<file path="config.mk">
export PLATFORM = sky130hd
export DESIGN_NAME = lfu_cache_table
export DESIGN_NICKNAME = d
export VERILOG_FILES = /design/src/sv/lfu_pkg.sv /design/src/sv/lfu_cache_table.sv /design/src/sv/lfu_ram.sv
export SDC_FILE = /design/constraint.sdc
export NUM_CORES = 2
export LEC_CHECK = 0
export BUFFER_PORTS_ARGS = -buffer_cell sky130_fd_sc_hd__buf_2
export CAP_MARGIN = 30
export CORE_MARGIN = 1.5
export CORE_UTILIZATION = 25
export CTS_BUF_LIST = sky130_fd_sc_hd__clkbuf_4
export CTS_CLUSTER_DIAMETER = 30
export DETAILED_ROUTE_END_ITERATION = 6
export PLACE_DENSITY_LB_ADDON = 0.05
export RECOVER_POWER = 100
export SETUP_SLACK_MARGIN = 0.1
export SLEW_MARGIN = 20
export SYNTH_ARGS = -nofsm -noshare
export SYNTH_HDL_FRONTEND = slang
export SYNTH_SLANG_ARGS = --single-unit
</file>
<file path="constraint.sdc">
create_clock -name clk -period 28.8 [get_ports clk]
set_input_delay 4.32 -clock clk [delete_from_list [all_inputs] [get_ports clk]]
set_output_delay 4.32 -clock clk [all_outputs]
set_load 0.005 [all_outputs]
</file>
<file path="src/sv/lfu_pkg.sv">
// ----------------------------------------------------------------------------
// LFU table package
// Sizes, codes and the entry layout of the LFU table; the table sizes its RAM from them.
// ----------------------------------------------------------------------------
package lfu_pkg;

  localparam int CAPACITY   = 16;
  localparam int COUNT_BITS = 16;

  localparam int KEY_W   = 32;
  localparam int VAL_W   = 32;
  localparam int STAMP_W = 32;
  localparam int CFG_W   = 5;

  localparam int IDX_W = (CAPACITY > 1) ? $clog2(CAPACITY) : 1;
  localparam int CNT_W = $clog2(CAPACITY + 1);
  localparam int CMP_W = (CNT_W > CFG_W) ? CNT_W : CFG_W;

  localparam logic [IDX_W-1:0] LAST_IDX  = IDX_W'(CAPACITY - 1);
  localparam logic [CFG_W-1:0] CAP_RESET = CFG_W'(16);

  localparam logic MODE_GET = 1'b0;
  localparam logic MODE_PUT = 1'b1;

  localparam logic [VAL_W-1:0] MISS_VALUE = '1;

  typedef struct packed {
    logic                  vld;
    logic [KEY_W-1:0]      key;
    logic [VAL_W-1:0]      value;
    logic [COUNT_BITS-1:0] count;
    logic [STAMP_W-1:0]    last;
  } entry_t;

  localparam int ENTRY_W = $bits(entry_t);

endpackage

</file>
<file path="src/sv/lfu_cache_table.sv">
// ----------------------------------------------------------------------------
// LFU cache table
// Fully associative key/value table, LFU replacement, oldest-access tie-break.
// Each request scans the entry RAM one entry per cycle, then decides; busy
// stays high until it is done, so a new item waits for the last. A put that
// evicts above a lower free entry also passes an invalidate state. Reset
// runs a clearing pass over all entries, with busy high.
// ----------------------------------------------------------------------------
module lfu_cache_table (
  input  logic                       clk,
  input  logic                       rst_n,
  input  logic                       start,
  output logic                       busy,
  input  logic                       in_mode,
  input  logic [lfu_pkg::KEY_W-1:0]  in_lookup_key,
  input  logic [lfu_pkg::VAL_W-1:0]  in_store_value,
  output logic                       out_valid,
  output logic                       out_hit,
  output logic [lfu_pkg::VAL_W-1:0]  out_read_value,
  output logic                       out_evicted,
  output logic [lfu_pkg::KEY_W-1:0]  out_evicted_key,
  input  logic                       cfg_valid,
  output logic                       cfg_ready,
  input  logic [lfu_pkg::CFG_W-1:0]  cfg_capacity_in_use
);

  import lfu_pkg::*;

  typedef enum logic [2:0] {
    ST_CLEAR,
    ST_IDLE,
    ST_SCAN,
    ST_DECIDE,
    ST_INVAL
  } state_t;

  state_t state_r;

  logic [CFG_W-1:0]   cap_r;
  logic [CNT_W-1:0]   occ_r;
  logic [STAMP_W-1:0] access_stamp_r;
  logic [IDX_W-1:0]   clr_idx_r;
  logic [IDX_W-1:0]   scan_idx_r;
  logic               issue_done_r;
  logic               rd_vld_r;
  logic [IDX_W-1:0]   rd_idx_r;

  logic               out_valid_r;
  logic               out_hit_r;
  logic [VAL_W-1:0]   out_read_value_r;
  logic               out_evicted_r;
  logic [KEY_W-1:0]   out_evicted_key_r;

  logic               mode_r;
  logic [KEY_W-1:0]   key_r;
  logic [VAL_W-1:0]   val_r;
  logic [STAMP_W-1:0] stamp_r;

  logic               match_found_r;
  logic [IDX_W-1:0]   match_idx_r;
  entry_t             match_ent_r;
  logic               vict_found_r;
  logic [IDX_W-1:0]   vict_idx_r;
  logic [KEY_W-1:0]   vict_key_r;
  logic [COUNT_BITS-1:0] vict_cnt_r;
  logic [STAMP_W-1:0] vict_last_r;
  logic               free_found_r;
  logic [IDX_W-1:0]   free_idx_r;

  logic               accept;
  logic               issue;
  logic               scan_last;
  logic [ENTRY_W-1:0] rd_word;
  entry_t             rd_ent;
  logic               take_match;
  logic               take_vict;
  logic               take_free;

  logic [CMP_W-1:0]   cap_ext;
  logic [CMP_W-1:0]   cap_eff;
  logic               cap_zero;
  logic               is_put;
  logic               do_evict;
  logic               need_inval;
  logic [IDX_W-1:0]   ins_idx;
  entry_t             touch_ent;
  entry_t             new_ent;

  logic               ram_we;
  logic [IDX_W-1:0]   ram_waddr;
  entry_t             ram_wdata;

  assign busy      = (state_r != ST_IDLE);
  assign cfg_ready = 1'b1;
  assign accept    = start && !busy;
  assign issue     = (state_r == ST_SCAN) && !issue_done_r;
  assign scan_last = rd_vld_r && (rd_idx_r == LAST_IDX);
  assign rd_ent    = entry_t'(rd_word);

  assign out_valid       = out_valid_r;
  assign out_hit         = out_hit_r;
  assign out_read_value  = out_read_value_r;
  assign out_evicted     = out_evicted_r;
  assign out_evicted_key = out_evicted_key_r;

  // scan compare
  always_comb begin
    take_match = rd_vld_r && rd_ent.vld && (rd_ent.key == key_r) && !match_found_r;
    take_vict  = rd_vld_r && rd_ent.vld &&
                 (!vict_found_r || (rd_ent.count < vict_cnt_r) ||
                  ((rd_ent.count == vict_cnt_r) && (rd_ent.last < vict_last_r)));
    take_free  = rd_vld_r && !rd_ent.vld && !free_found_r;
  end

  // decision
  always_comb begin
    cap_ext    = CMP_W'(cap_r);
    cap_eff    = (cap_ext > CMP_W'(CAPACITY)) ? CMP_W'(CAPACITY) : cap_ext;
    cap_zero   = (cap_eff == '0);
    is_put     = (mode_r == MODE_PUT);
    do_evict   = is_put && !cap_zero && !match_found_r &&
                 (CMP_W'(occ_r) >= cap_eff) && vict_found_r;
    need_inval = do_evict && free_found_r && (free_idx_r < vict_idx_r);
    ins_idx    = (do_evict && !need_inval) ? vict_idx_r : free_idx_r;

    touch_ent       = match_ent_r;
    touch_ent.count = (match_ent_r.count == '1) ? match_ent_r.count
                                                : match_ent_r.count + 1'b1;
    touch_ent.last  = stamp_r;
    if (is_put) begin
      touch_ent.value = val_r;
    end

    new_ent.vld   = 1'b1;
    new_ent.key   = key_r;
    new_ent.value = val_r;
    new_ent.count = COUNT_BITS'(1);
    new_ent.last  = stamp_r;
  end

  // RAM write port
  always_comb begin
    ram_we    = 1'b0;
    ram_waddr = clr_idx_r;
    ram_wdata = '0;
    case (state_r)
      ST_CLEAR: begin
        ram_we = 1'b1;
      end
      ST_DECIDE: begin
        if (match_found_r && (!is_put || !cap_zero)) begin
          ram_we    = 1'b1;
          ram_waddr = match_idx_r;
          ram_wdata = touch_ent;
        end else if (is_put && !cap_zero) begin
          ram_we    = 1'b1;
          ram_waddr = ins_idx;
          ram_wdata = new_ent;
        end
      end
      ST_INVAL: begin
        ram_we    = 1'b1;
        ram_waddr = vict_idx_r;
      end
      default: begin
        ram_we = 1'b0;
      end
    endcase
  end

  lfu_ram #(
    .WIDTH (ENTRY_W),
    .DEPTH (CAPACITY)
  ) u_ram (
    .clk   (clk),
    .we    (ram_we),
    .waddr (ram_waddr),
    .wdata (ram_wdata),
    .re    (issue),
    .raddr (scan_idx_r),
    .rdata (rd_word)
  );

  always_ff @(posedge clk) begin
    if (!rst_n) begin
      state_r           <= ST_CLEAR;
      cap_r             <= CAP_RESET;
      occ_r             <= '0;
      access_stamp_r    <= '0;
      clr_idx_r         <= '0;
      scan_idx_r        <= '0;
      issue_done_r      <= 1'b0;
      rd_vld_r          <= 1'b0;
      rd_idx_r          <= '0;
      out_valid_r       <= 1'b0;
      out_hit_r         <= 1'b0;
      out_read_value_r  <= '0;
      out_evicted_r     <= 1'b0;
      out_evicted_key_r <= '0;
    end else begin
      if (cfg_valid && cfg_ready) begin
        cap_r <= cfg_capacity_in_use;
      end
      rd_vld_r    <= issue;
      rd_idx_r    <= scan_idx_r;
      out_valid_r <= 1'b0;
      case (state_r)
        ST_CLEAR: begin
          clr_idx_r <= clr_idx_r + 1'b1;
          if (clr_idx_r == LAST_IDX) begin
            state_r <= ST_IDLE;
          end
        end
        ST_IDLE: begin
          if (accept) begin
            access_stamp_r <= access_stamp_r + 1'b1;
            scan_idx_r     <= '0;
            issue_done_r   <= 1'b0;
            state_r        <= ST_SCAN;
          end
        end
        ST_SCAN: begin
          if (issue) begin
            if (scan_idx_r == LAST_IDX) begin
              issue_done_r <= 1'b1;
            end else begin
              scan_idx_r <= scan_idx_r + 1'b1;
            end
          end
          if (scan_last) begin
            state_r <= ST_DECIDE;
          end
        end
        ST_DECIDE: begin
          out_valid_r       <= 1'b1;
          out_hit_r         <= match_found_r && !(is_put && cap_zero);
          out_read_value_r  <= is_put ? '0 : (match_found_r ? match_ent_r.value : MISS_VALUE);
          out_evicted_r     <= do_evict;
          out_evicted_key_r <= do_evict ? vict_key_r : '0;
          if (is_put && !cap_zero && !match_found_r && !do_evict) begin
            occ_r <= occ_r + 1'b1;
          end
          state_r <= need_inval ? ST_INVAL : ST_IDLE;
        end
        ST_INVAL: begin
          state_r <= ST_IDLE;
        end
        default: begin
          state_r <= ST_IDLE;
        end
      endcase
    end
  end

  // request and scan trackers
  always_ff @(posedge clk) begin
    if (accept) begin
      mode_r        <= in_mode;
      key_r         <= in_lookup_key;
      val_r         <= in_store_value;
      stamp_r       <= access_stamp_r;
      match_found_r <= 1'b0;
      vict_found_r  <= 1'b0;
      free_found_r  <= 1'b0;
    end else begin
      if (take_match) begin
        match_found_r <= 1'b1;
        match_idx_r   <= rd_idx_r;
        match_ent_r   <= rd_ent;
      end
      if (take_vict) begin
        vict_found_r <= 1'b1;
        vict_idx_r   <= rd_idx_r;
        vict_key_r   <= rd_ent.key;
        vict_cnt_r   <= rd_ent.count;
        vict_last_r  <= rd_ent.last;
      end
      if (take_free) begin
        free_found_r <= 1'b1;
        free_idx_r   <= rd_idx_r;
      end
    end
  end

`ifndef ASSERT_OFF
  a_strobe_after_work: assert property (@(posedge clk) disable iff (!rst_n)
    out_valid |-> $past(busy))
    else $error("result strobe without a request in progress");

  a_accept_goes_busy: assert property (@(posedge clk) disable iff (!rst_n)
    (start && !busy) |=> busy)
    else $error("accepted item did not raise busy");

  a_occ_bound: assert property (@(posedge clk) disable iff (!rst_n)
    occ_r <= CNT_W'(CAPACITY))
    else $error("occupancy above capacity");

  a_evict_only_on_miss: assert property (@(posedge clk) disable iff (!rst_n)
    out_valid && out_evicted |-> !out_hit)
    else $error("eviction reported on a hit");
`endif

endmodule

</file>
<file path="src/sv/lfu_ram.sv">
// ----------------------------------------------------------------------------
// LFU table entry RAM
// Single write port, single registered read port.
// ----------------------------------------------------------------------------
module lfu_ram #(
  parameter int WIDTH = 8,
  parameter int DEPTH = 16
) (
  input  logic                                       clk,
  input  logic                                       we,
  input  logic [((DEPTH > 1) ? $clog2(DEPTH) : 1)-1:0] waddr,
  input  logic [WIDTH-1:0]                           wdata,
  input  logic                                       re,
  input  logic [((DEPTH > 1) ? $clog2(DEPTH) : 1)-1:0] raddr,
  output logic [WIDTH-1:0]                           rdata
);

  logic [WIDTH-1:0] mem [DEPTH];

  always_ff @(posedge clk) begin
    if (we) begin
      mem[waddr] <= wdata;
    end
    if (re) begin
      rdata <= mem[raddr];
    end
  end

endmodule
</file>
Word level (Yosys, flattened, before mapping)
Memories as Yosys holds them, arrays and structs flattened. A register that Yosys moved wholly into a read port is not among the register bits. Cells that the tools add are included.

Register bits: 399. Bits in latches: 0. Memory bits (writable): 1808. ROM bits: 0. Bits of input ports: 74. Output and inout port bits: 69. Word-level logic and storage cells: 139. Memories: 1.

Add/subtract/negate cells: 5. Multipliers: 0. Divide/modulo/power cells: 0. Magnitude comparators: 5. Eq/ne operators: 17. Shift-type cells: 0. Muxes and demuxes: 32. Bitwise operators: 1. Reduce and logical (&&, ||, !) cells: 47.

Memory list: u_ram.mem (depth 16, bits a word 113, read ports 1, clocked after Yosys merged registers in 1, write ports 1, RTL line lfu_ram.sv:18) `logic [WIDTH-1:0] mem [DEPTH];`.

Operator list (count): $mux 113 (3); $mux 32 (4); $add 32x1->32 const B (1); $eq 32x32->1 (1); $lt 32x32->1 (1); $mux 4 (6); $logic_and 1x1->1 (21); $add 16x1->16 const B (1); $eq 16x16->1 (1); $eq 16x16->1 const B (1); $lt 16x16->1 (1); $mux 16 (1); $pmux 4 s2 (2); $eq 4x4->1 const B (3); $mux 3 (4); $pmux 3 s4 (1); $logic_not 1->1 (11); $ne 2x2->1 const B (5); $reduce_and 2->1 (5); $add 4x1->4 const B (2); $mux 1 (8); $reduce_and 4->1 (2); $eq 3x2->1 const B (2); $add 5x1->5 const B (1); other kinds (16) (19).

Logic depth before layout (Yosys ltp)
Depth after elaboration: 16. Depth in mapped cells: 11.

Modules after synthesis
From an unflattened synthesis, not the netlist that was laid out.

Cell total of the unflattened synthesis: 4218. Area total of the unflattened synthesis: 87625.3 sq um.

Modules (own cells, without submodules): lfu_ram (times used 1, cells each 2890, area each 70914.3 sq um); lfu_cache_table (times used 1, cells each 1328, area each 16711.0 sq um).

Least setup slack after synthesis
No wires, ideal clock.

Path kind: reg2reg. From: register free_idx_r[3]. To: memory u_ram.mem[4][0] in the netlist's numbering (enable). Library setup time: 0.862 ns. Arrival: 12.651 ns. Slack: 15.287 ns. Stages on the path, launching flop included: 9. Period minus slack after synthesis: 13.513 ns. Cell sequence: edfxtp_1 -> ha_1 -> nand2b_1 -> a2111oi_0 -> nor2_1 -> a31o_1 -> or3b_1 -> clkbuf_1 -> nor4_1.

Word-level cells in the longest chain between the ends: 8.

Ends and longest elaborated chain: from (decl) (RTL line lfu_cache_table.sv:68) `logic [IDX_W-1:0] free_idx_r;`; from (signal assigned) (RTL line lfu_cache_table.sv:280) `free_idx_r <= rd_idx_r;`; $lt 4x4->1 (RTL line lfu_cache_table.sv:123) `need_inval = do_evict && free_found_r && (free_idx_r < vict_idx_r);`; $logic_and 1x1->1 (RTL line lfu_cache_table.sv:123); $logic_not 1->1 (RTL line lfu_cache_table.sv:124) `ins_idx = (do_evict && !need_inval) ? vict_idx_r : free_idx_r;`; $logic_and 1x1->1 (RTL line lfu_cache_table.sv:124); $mux 4 (*) (RTL line lfu_cache_table.sv:124); $mux 4 (*) (RTL line lfu_cache_table.sv:155) `end else if (is_put && !cap_zero) begin`; $mux 4 (*) (RTL line lfu_cache_table.sv:151) `if (match_found_r && (!is_put || !cap_zero)) begin`; $pmux 4 s2 (*) (RTL line lfu_cache_table.sv:146) `case (state_r)`; to (decl) (RTL line lfu_ram.sv:18).

Every way passes the cells marked *; elsewhere a longest branch is shown, timed or not.

Final worst setup path
From: register match_found_r. To: memory u_ram.mem[3][20] in the netlist's numbering (enable).

Word-level cells in the longest chain between the ends: 12.

Ends and longest elaborated chain: from (decl) (RTL line lfu_cache_table.sv:59) `logic match_found_r;`; from (signal assigned) (RTL line lfu_cache_table.sv:262) `match_found_r <= 1'b0;`; from (signal assigned) (RTL line lfu_cache_table.sv:267) `match_found_r <= 1'b1;`; $logic_not 1->1 (RTL line lfu_cache_table.sv:121) `do_evict = is_put && !cap_zero && !match_found_r &&`; $logic_and 1x1->1 (2 in series) (RTL line lfu_cache_table.sv:121); $logic_and 1x1->1 (RTL line lfu_cache_table.sv:122) `(CMP_W'(occ_r) >= cap_eff) && vict_found_r;`; $logic_and 1x1->1 (2 in series) (RTL line lfu_cache_table.sv:123); $logic_not 1->1 (RTL line lfu_cache_table.sv:124); $logic_and 1x1->1 (RTL line lfu_cache_table.sv:124); $mux 4 (RTL line lfu_cache_table.sv:124); $mux 4 (RTL line lfu_cache_table.sv:155); $mux 4 (RTL line lfu_cache_table.sv:151); $pmux 4 s2 (RTL line lfu_cache_table.sv:146).

Parallel ways exist; a longest one is shown, timed or not.

==> run metrics <==
Final #Nets=4,933; crit-path cells=clkbuf_1 > o22ai_1 > o311ai_0 > o211ai_1 > a211o_1 > nor4_1 > clkbuf_1 > clkbuf_1; ys async rst share=0%; Synthesis Warnings=0; I/O Buffers=141; Worst-Skew Late Latency=1.47 ns; first-pass GRT wire length=378 mm; worst r2r src=match_found_r; maximum VDD drop=36.7 uV; Global Route Usage Sum=15.1%; DR iter-0 viols=3,213; status=complete, but fails checks; Post-CTS Setup Inserts=0; Critical Path Fanout Max=80; FP Rows=217; leading cell type in the layout, fill and taps excluded=edfxtp_1; flop2flop setup slack=13.46 ns; vias in the first global route=48,200; Post-Syn Area=88,100 um^2; final setup violation count=0; number of buffers created by CTS=718; Post-DP HPWL=140 mm; CTS sink cnt=2,320; Worst setup EP type=register; Area Overhead vs Synth=17.8%; failing checks=max-capacitance violations, max-slew violations; pin count of the biggest net entering global routing=81; Slew @ Worst Pin=9.20 ns; vias after detailed routing=44,200; Die Height=597 um; H-Tree Depth=6; pwr dens=69.4 nW/um^2; most frequent cells in the layout=edfxtp_1 (2,191), clkbuf_4 (1,002), mux4_2 (565); RSZ-0062 raised after global routing=no; CP Launch Type=register; gr ovfl total=0; Top FF cell, synth=edfxtp_1; Antenna Nets Post-Route=0; Max Fclk=65.2 MHz; # DRC=0; clock skew=0.141 ns; First-pass DRT Iterations=5; die area=356,000 um^2; Final Hold Fails=0; Fin Hold WS=0.399 ns; flops & latches, synth=2,320; total I/O pin count=143; reg2reg end=u_ram.mem[3][20]; final clock period utilization by the worst path=53.3%; Total Wirelength=270 mm; cts repair resizes=0; required time of the critical path=29.76 ns; worst slew margin relative to its limit=-513%; layout cells sized above 1=33.8%; Clk pin slew, worst setup/hold paths=0.06 ns; Synthesized Nets=4,147; Final GP Congestion=0.708; crit path max-delay cell type=clkbuf_1; DR WL met2=132 mm; DR WL met3=12.5 mm; Crit. Startpoint=match_found_r; initial antenna violation count=22; synth unique cells=64; core box area=350,000 um^2; initial core utilization=25.2%; Via-to-Cell Ratio=4.42; Top Layer Used=met5; Routed met1 length=120 mm; LEAKAGE=33.6 nW; crit path to=u_ram.mem[3][20]; wire per inst=27.1 um; Crit path top cell by count=clkbuf_1; critical path type=reg2reg; cts hold-fix bufs=0; DIE WIDTH=597 um; CP max stage delay=6.37 ns; max-cap violation count=93; Avg Inst Size Synth=22.0 um^2; clock root cell=clkbuf_4; HP Class=reg2reg; post-synthesis sequential area ratio=77.6%; Tmin final=15.34 ns; FF-to-FF path depth=8; Max Slew Vio Count=3,237; worst endpoint data arrival time=16.31 ns; CTS tree=done; setup_tns=0 ns; Post-synth EDFFs=2,191; clock buffer depth=4; Syn Inst Count=4,013
logic make-up after synthesis:
kind of cell,after synthesis,share of synthesized area (%)
buffers and inverters,267,1.21
XOR/XNOR,69,0.686
AO/OA/AOI/OAI,268,2.24
flip-flops,2320,77.6
AND/OR/NAND/NOR,457,2.90
other,1,0.00426
adder cells (fa/ha/maj),60,0.852
multiplexers,571,14.5
flip-flops by register name, indices dropped and copies added, names as in the netlist, 16 cells and up:
register and flops:
stamp_r 32, u_ram.mem 1808, out_read_value 32, match_ent_r 81
u_ram.rdata 113, out_evicted_key 32, access_stamp_r 32, vict_key_r 32
val_r 32, vict_last_r 32, key_r 32, vict_cnt_r 16
how the worst min path moves through the flow:
stage	startpoint	end	slack, ns	cells after the start
2_1_floorplan	u_ram.rdata[48]	match_ent_r[48]	0.40	0
3_3_place_gp	u_ram.rdata[61]	match_ent_r[61]	0.40	0
3_5_place_dp	u_ram.rdata[62]	match_ent_r[62]	0.40	0
4_1_cts	u_ram.rdata[71]	match_ent_r[71]	0.41	0
5_1_grt	u_ram.rdata[76]	match_ent_r[76]	0.41	0
6_report	u_ram.rdata[76]	match_ent_r[76]	0.40	0
critical path: cells and delay by family, from the launching register on:
kind / cells / cell delay (ns)
buf+inv: 3 / 11.68
compound gates: 4 / 1.86
flops: 1 / 0.86
simple gates: 1 / 0.35
cell usage after synthesis (25+ instances only):
cell type | n | area, um^2
nand3_1 | 64 | 320
nor4_1 | 25 | 156
dfxtp_1 | 129 | 2580
nor2b_1 | 47 | 294
nand2_1 | 78 | 293
edfxtp_1 | 2191 | 65800
nand2b_1 | 42 | 263
a22oi_1 | 32 | 240
xnor2_1 | 49 | 429
and2_1 | 35 | 219
a21boi_0 | 40 | 300
nor2_1 | 33 | 124
o21ai_0 | 28 | 140
mux4_2 | 565 | 12700
nand4_1 | 29 | 181
a22o_1 | 65 | 569
a21oi_1 | 31 | 155
ha_1 | 60 | 751
inv_1 | 67 | 251
buf_1 | 25 | 93.8
clkbuf_1 | 132 | 495
buf_2 | 38 | 190
and3_1 | 42 | 263
routing by layer:
| layer | GRT usage (%) | vias up |
|---|---|---|
| met5 | 0 | - |
| li1 | - | 18900 |
| met1 | 19.6 | 23600 |
| met2 | 25.1 | 1183 |
| met4 | 4.62 | 16 |
| met3 | 3.12 | 426 |
power by group:
group / switching, mW / internal, mW
combinational: 0.0978 / 0.0504
clock: 1.52 / 1.81
sequential: 0.0136 / 3.72
metrics by stage:
stage	total power [mW]	setup WS (ns)	instances	area [um^2]	utilization [%]
floorplan	3.89	15.29	4013	88100	-
global placement	3.96	21.19	8663	94900	27.1
detailed placement	3.96	21.15	8669	95000	27.1
CTS	7.37	21.16	9973	104000	29.9
global route	7.56	12.50	9984	104000	29.7
finish	7.21	13.46	9985	104000	29.7
cell type report:
| class | instances | area, um^2 |
|---|---|---|
| Clock inverter | 302 | 1940 |
| Clock buffer | 1002 | 7520 |
| Tap cell | 4599 | 5750 |
| Sequential cell | 2320 | 68400 |
| Fill cell | 34500 | 246000 |
| Timing Repair Buffer | 265 | 1230 |
| Inverter | 68 | 256 |
| Multi-Input combinational cell | 1426 | 18700 |
| Antenna cell | 3 | 7.51 |
Power figures use the tool's default switching activity.
